--- config.mk ---
export PLATFORM = sky130hd
export DESIGN_NAME = lobe_ctrl
export DESIGN_NICKNAME = d
export VERILOG_FILES = /design/src/rtl/limit_order_book_engine_defines.svh /design/src/rtl/lobe_pkg.sv /design/src/rtl/lobe_ctrl.sv
export SDC_FILE = /design/constraint.sdc
export NUM_CORES = 1
export LEC_CHECK = 0
export BUFFER_PORTS_ARGS = -buffer_cell sky130_fd_sc_hd__buf_4
export CELL_PAD_IN_SITES_DETAIL_PLACEMENT = 1
export CELL_PAD_IN_SITES_GLOBAL_PLACEMENT = 1
export CORE_AREA = 2 2 39 41
export DETAILED_ROUTE_END_ITERATION = 10
export DIE_AREA = 0 0 41 43
export GPL_ROUTABILITY_DRIVEN = 0
export PLACE_DENSITY = 0.54
export SLEW_MARGIN = 0
export SYNTH_ARGS = -nofsm -noshare
export SYNTH_HDL_FRONTEND = slang
export SYNTH_SLANG_ARGS = --single-unit
--- constraint.sdc ---
create_clock -name clk -period 1.8 [get_ports clk]
set_input_delay 0.09 -clock clk [delete_from_list [all_inputs] [get_ports clk]]
set_output_delay 0.09 -clock clk [all_outputs]
set_load 0.01 [all_outputs]
--- src/rtl/limit_order_book_engine_defines.svh ---
// Assertion helpers used by the order book datapath.
`ifndef LIMIT_ORDER_BOOK_ENGINE_DEFINES_SVH
`define LIMIT_ORDER_BOOK_ENGINE_DEFINES_SVH

// A condition that must hold at every clock edge out of reset.
`define LOBE_ASSERT_ALWAYS(lbl, cond, msg) \
    lbl: assert property (@(posedge clk) disable iff (!rst_n) (cond)) else $error(msg);

// A trigger that must be followed by a consequence in the next cycle.
`define LOBE_ASSERT_NEXT(lbl, trig, cons, msg) \
    lbl: assert property (@(posedge clk) disable iff (!rst_n) (trig) |=> (cons)) \
        else $error(msg);

`endif

--- src/rtl/lobe_pkg.sv ---
// ----------------------------------------------------------------------------
// lobe_pkg
// Shared constants and types of the limit order book engine.
// ----------------------------------------------------------------------------
package lobe_pkg;

    localparam int DEF_MAX_ORDERS = 64;

    localparam logic [2:0] CMD_ADD     = 3'd0;
    localparam logic [2:0] CMD_EXECUTE = 3'd1;
    localparam logic [2:0] CMD_CANCEL  = 3'd2;
    localparam logic [2:0] CMD_REPLACE = 3'd3;
    localparam logic [2:0] CMD_MATCH   = 3'd4;
    localparam logic [2:0] CMD_PRINT   = 3'd5;

    // Commands from the controller to the datapath.
    typedef struct packed {
        logic load_in;
        logic scan_start;
        logic apply;
        logic load_out;
    } lobe_ctl_t;

    // Status from the datapath to the controller.
    typedef struct packed {
        logic scan_done;
        logic last;
    } lobe_sts_t;

endpackage

--- src/rtl/lobe_ctrl.sv ---
// ----------------------------------------------------------------------------
// lobe_ctrl
// Sequencer: lookup scan, apply, top-of-book scan, result handoff.
// ----------------------------------------------------------------------------
module lobe_ctrl
(
    input  logic              clk,
    input  logic              rst_n,
    input  logic              req_valid,
    output logic              req_ready,
    output logic              rsp_valid,
    input  logic              rsp_ready,
    output lobe_pkg::lobe_ctl_t ctl,
    input  lobe_pkg::lobe_sts_t sts
);

    localparam logic [2:0] S_IDLE  = 3'd0;
    localparam logic [2:0] S_SCAN1 = 3'd1;
    localparam logic [2:0] S_APPLY = 3'd2;
    localparam logic [2:0] S_SCAN2 = 3'd3;
    localparam logic [2:0] S_OUT   = 3'd4;

    logic [2:0] state_reg;
    logic [2:0] state_next;

    always_comb
    begin
        state_next = state_reg;
        ctl        = '0;
        req_ready  = 1'b0;
        rsp_valid  = 1'b0;
        case (state_reg)
            S_IDLE:
            begin
                req_ready = 1'b1;
                if (req_valid)
                begin
                    ctl.load_in    = 1'b1;
                    ctl.scan_start = 1'b1;
                    state_next     = S_SCAN1;
                end
            end
            S_SCAN1:
            begin
                if (sts.scan_done)
                begin
                    state_next = S_APPLY;
                end
            end
            S_APPLY:
            begin
                ctl.apply      = 1'b1;
                ctl.scan_start = 1'b1;
                state_next     = S_SCAN2;
            end
            S_SCAN2:
            begin
                if (sts.scan_done)
                begin
                    ctl.load_out = 1'b1;
                    state_next   = S_OUT;
                end
            end
            S_OUT:
            begin
                rsp_valid = 1'b1;
                if (rsp_ready)
                begin
                    state_next = sts.last ? S_IDLE : S_APPLY;
                end
            end
            default:
            begin
                state_next = S_IDLE;
            end
        endcase
    end

    always_ff @(posedge clk or negedge rst_n)
    begin
        if (!rst_n)
        begin
            state_reg <= S_IDLE;
        end
        else
        begin
            state_reg <= state_next;
        end
    end

endmodule

==> results.toml <==
[setup_path]
critPathKind = "register to primary output"
required_ns = 1.71
path_delay_family = "simple AND/OR/NAND/NOR gates"
crit_cells = 3
crit_buf_inv = 1
crit_chain = "nor3_1 > and2_1 > buf_4"
cp-start-kind = "register"
cp.arrival_ns = 1.25
worstPathMaxFanout = 7
end_kind = "primary output"
reg2reg_depth = 3
critPathMaxStageDelay_ns = 0.45
cpMaxStageDelayCell = "dfrtp_1"

[logic_synthesis]
avgSynthCellArea_um2 = 9.26
synth.area.mux_share = 0.0608
ys_types = 14
synth_cells = 20
syn_area_um2 = 185
yosys.area_share.simple = 0.399
synthAdderAreaFrac = 0
syn-num-nets = 26
synth_top_family_by_area = "simple AND/OR/NAND/NOR gates"
yosysWarnings = 0
synth_xor_area_frac = 0
yosysSeqAreaShare = 0.405
ys_ff_latch = 3
synth_compound_gate_area_share = 0.115

[final_layout]
syn2layout_area_growth_pct = 75.0
drive_above_1_share = 0.472
seqCellArea_um2 = 75.1
final_cell_mix = "buf_4 (11), nor2_1 (3), clkbuf_4 (3), dfrtp_1 (3)"
nFillCells = 173
diodes = 0
fin_cells = 52
multi_input_area_um2 = 106
layout.nets = 43
largest_reg_flops = 3
final_common_cell = "buf_4"

[global_routing]
grtUsageTotal = 0.0896
grt-ovfl-total = 0
grt_use_met2 = 0.119
antenna_found_initial = 0
grt_start_max_net_pins = 9
met3_usage = 0.0471
grt_pass1_vias = 215
top_usage_layer = "met2"
use_met1 = 0.107
grt_pass1_wl_mm = 1.01

[clocking]
cts.path.max_buffers = 2
cts_resized = 0
clk_pin_slew_worst_paths_ns = 0.04
clk_latency_ns = 0.23
htreeDepth = 1
clock_sinks = 3
cts_buffers = 3
root_buffer = "clkbuf_4"
cts_tree = "done"

[min_path]
hp-class = "input pin to register"
hold_depth = 3

[sta]
fin_setup_tns_ns = 0
finalHoldViolCount = 0
period_minus_slack_ns = 1.34
maxSlewHeadroom = 0.821
finalSetupViolCount = 0
rsz0062_at_grt = "no"
min_period_over_period = 0.746
skew_ns = 0.00350
slew_violations = 0
worst_pin_slew_ns = 0.267
timing.fmax_mhz = 745

[die]
die_w_um = 41
rows = 14
coreArea_mm2 = 0.00138
start_util = 0.134
io_pins = 12
dieHeight_um = 43
die-area_mm2 = 0.00176

[power_and_ir_drop]
ir_worst_vdd_v = 0.000431
power.total_mw = 0.516
power_density_mw_per_mm2 = 1590
power.leakage_nw = 0.160

[placed_design]
dp_cells = 47
dp_hpwl_um = 444
portBuffers = 11

[flow_run]
maxCapViolCount = 0

[run_status]
status = "completed"

[route]
routedWlPerCell_um = 10.5
drc = 0
vias_per_cell = 4.13
drtIter0Drc = 4
wl_um = 544
drt_pre_antenna_iters = 2
vias = 215
ant_nets = 0
final timing paths:
check	to	slack (ns)	startpoint
min in group asynchronous	state_reg[0]	0.18	rst_n
min reg2reg	state_reg[0]	0.57	state_reg[2]
min	state_reg[0]	0.14	req_valid
max in group asynchronous	state_reg[2]	1.53	rst_n
max reg2reg	state_reg[2]	0.71	state_reg[1]
max	ctl[3]	0.46	state_reg[0]
where the power goes:
group	switching (mW)	internal [mW]
sequential	0.0614	0.0988
combinational	0.102	0.138
clock	0.0338	0.0830
kinds of logic after synthesis:
group                  after synthesis
multiplexers                         1
AND/OR/NAND/NOR                     12
flip-flops                           3
buffers and inverters                1
AO/OA/AOI/OAI                        3
Yosys cell counts, drive strengths merged:
cell | number | area (um2)
dfrtp | 3 | 75.1
nor2 | 3 | 11.3
nor3 | 2 | 10.0
nor3b | 2 | 15.0
a21o | 1 | 7.51
and2 | 1 | 6.26
and2b | 1 | 8.76
inv | 1 | 3.75
mux2 | 1 | 11.3
nand2 | 1 | 6.26
nor2b | 1 | 6.26
nor4bb | 1 | 10.0
o22ai | 1 | 6.26
o31ai | 1 | 7.51
routing by layer:
layer / share of wire / routed length, um / up-vias
met5: 0 / 0 / -
met4: 0 / 0 / 0
met3: 0.088 / 48 / 0
met2: 0.51 / 280 / 8
met1: 0.40 / 215 / 102
li1: - / - / 105
final cells by class:
class | instances | share of cell area
inverters | 1 | 0.0116
repair buffers | 12 | 0.286
clock buffers | 4 | 0.0811
flip-flops and latches | 3 | 0.232
well taps | 16 | 0.0618
multi-input cells | 16 | 0.328
worst reg2reg max path: stages, from the launching register on:
cell	delay, ns
dfrtp_1	0.44
nor2b_1	0.17
and2b_2	0.21
a21o_1	0.15
timing repair:
| item | CTS | global route |
|---|---|---|
| hold endpoints to repair | 3 | 0 |
| setup endpoints to repair | 0 | 0 |
| buffers inserted | 0 | 0 |
| hold buffers | 1 | 0 |
stage by stage:
stage | utilization | cell area, um2 | setup slack [ns] | hold WS, ns
2_1_floorplan | - | 185 | 0.698 | -0.206
3_3_place_gp | 0.208 | 288 | 0.736 | -0.119
3_5_place_dp | 0.208 | 288 | 0.684 | -0.118
4_1_cts | 0.234 | 324 | 0.424 | 0.138
5_1_grt | 0.234 | 324 | 0.319 | 0.145
6_report | 0.234 | 324 | 0.458 | 0.140
Power figures use the tool's default switching activity.
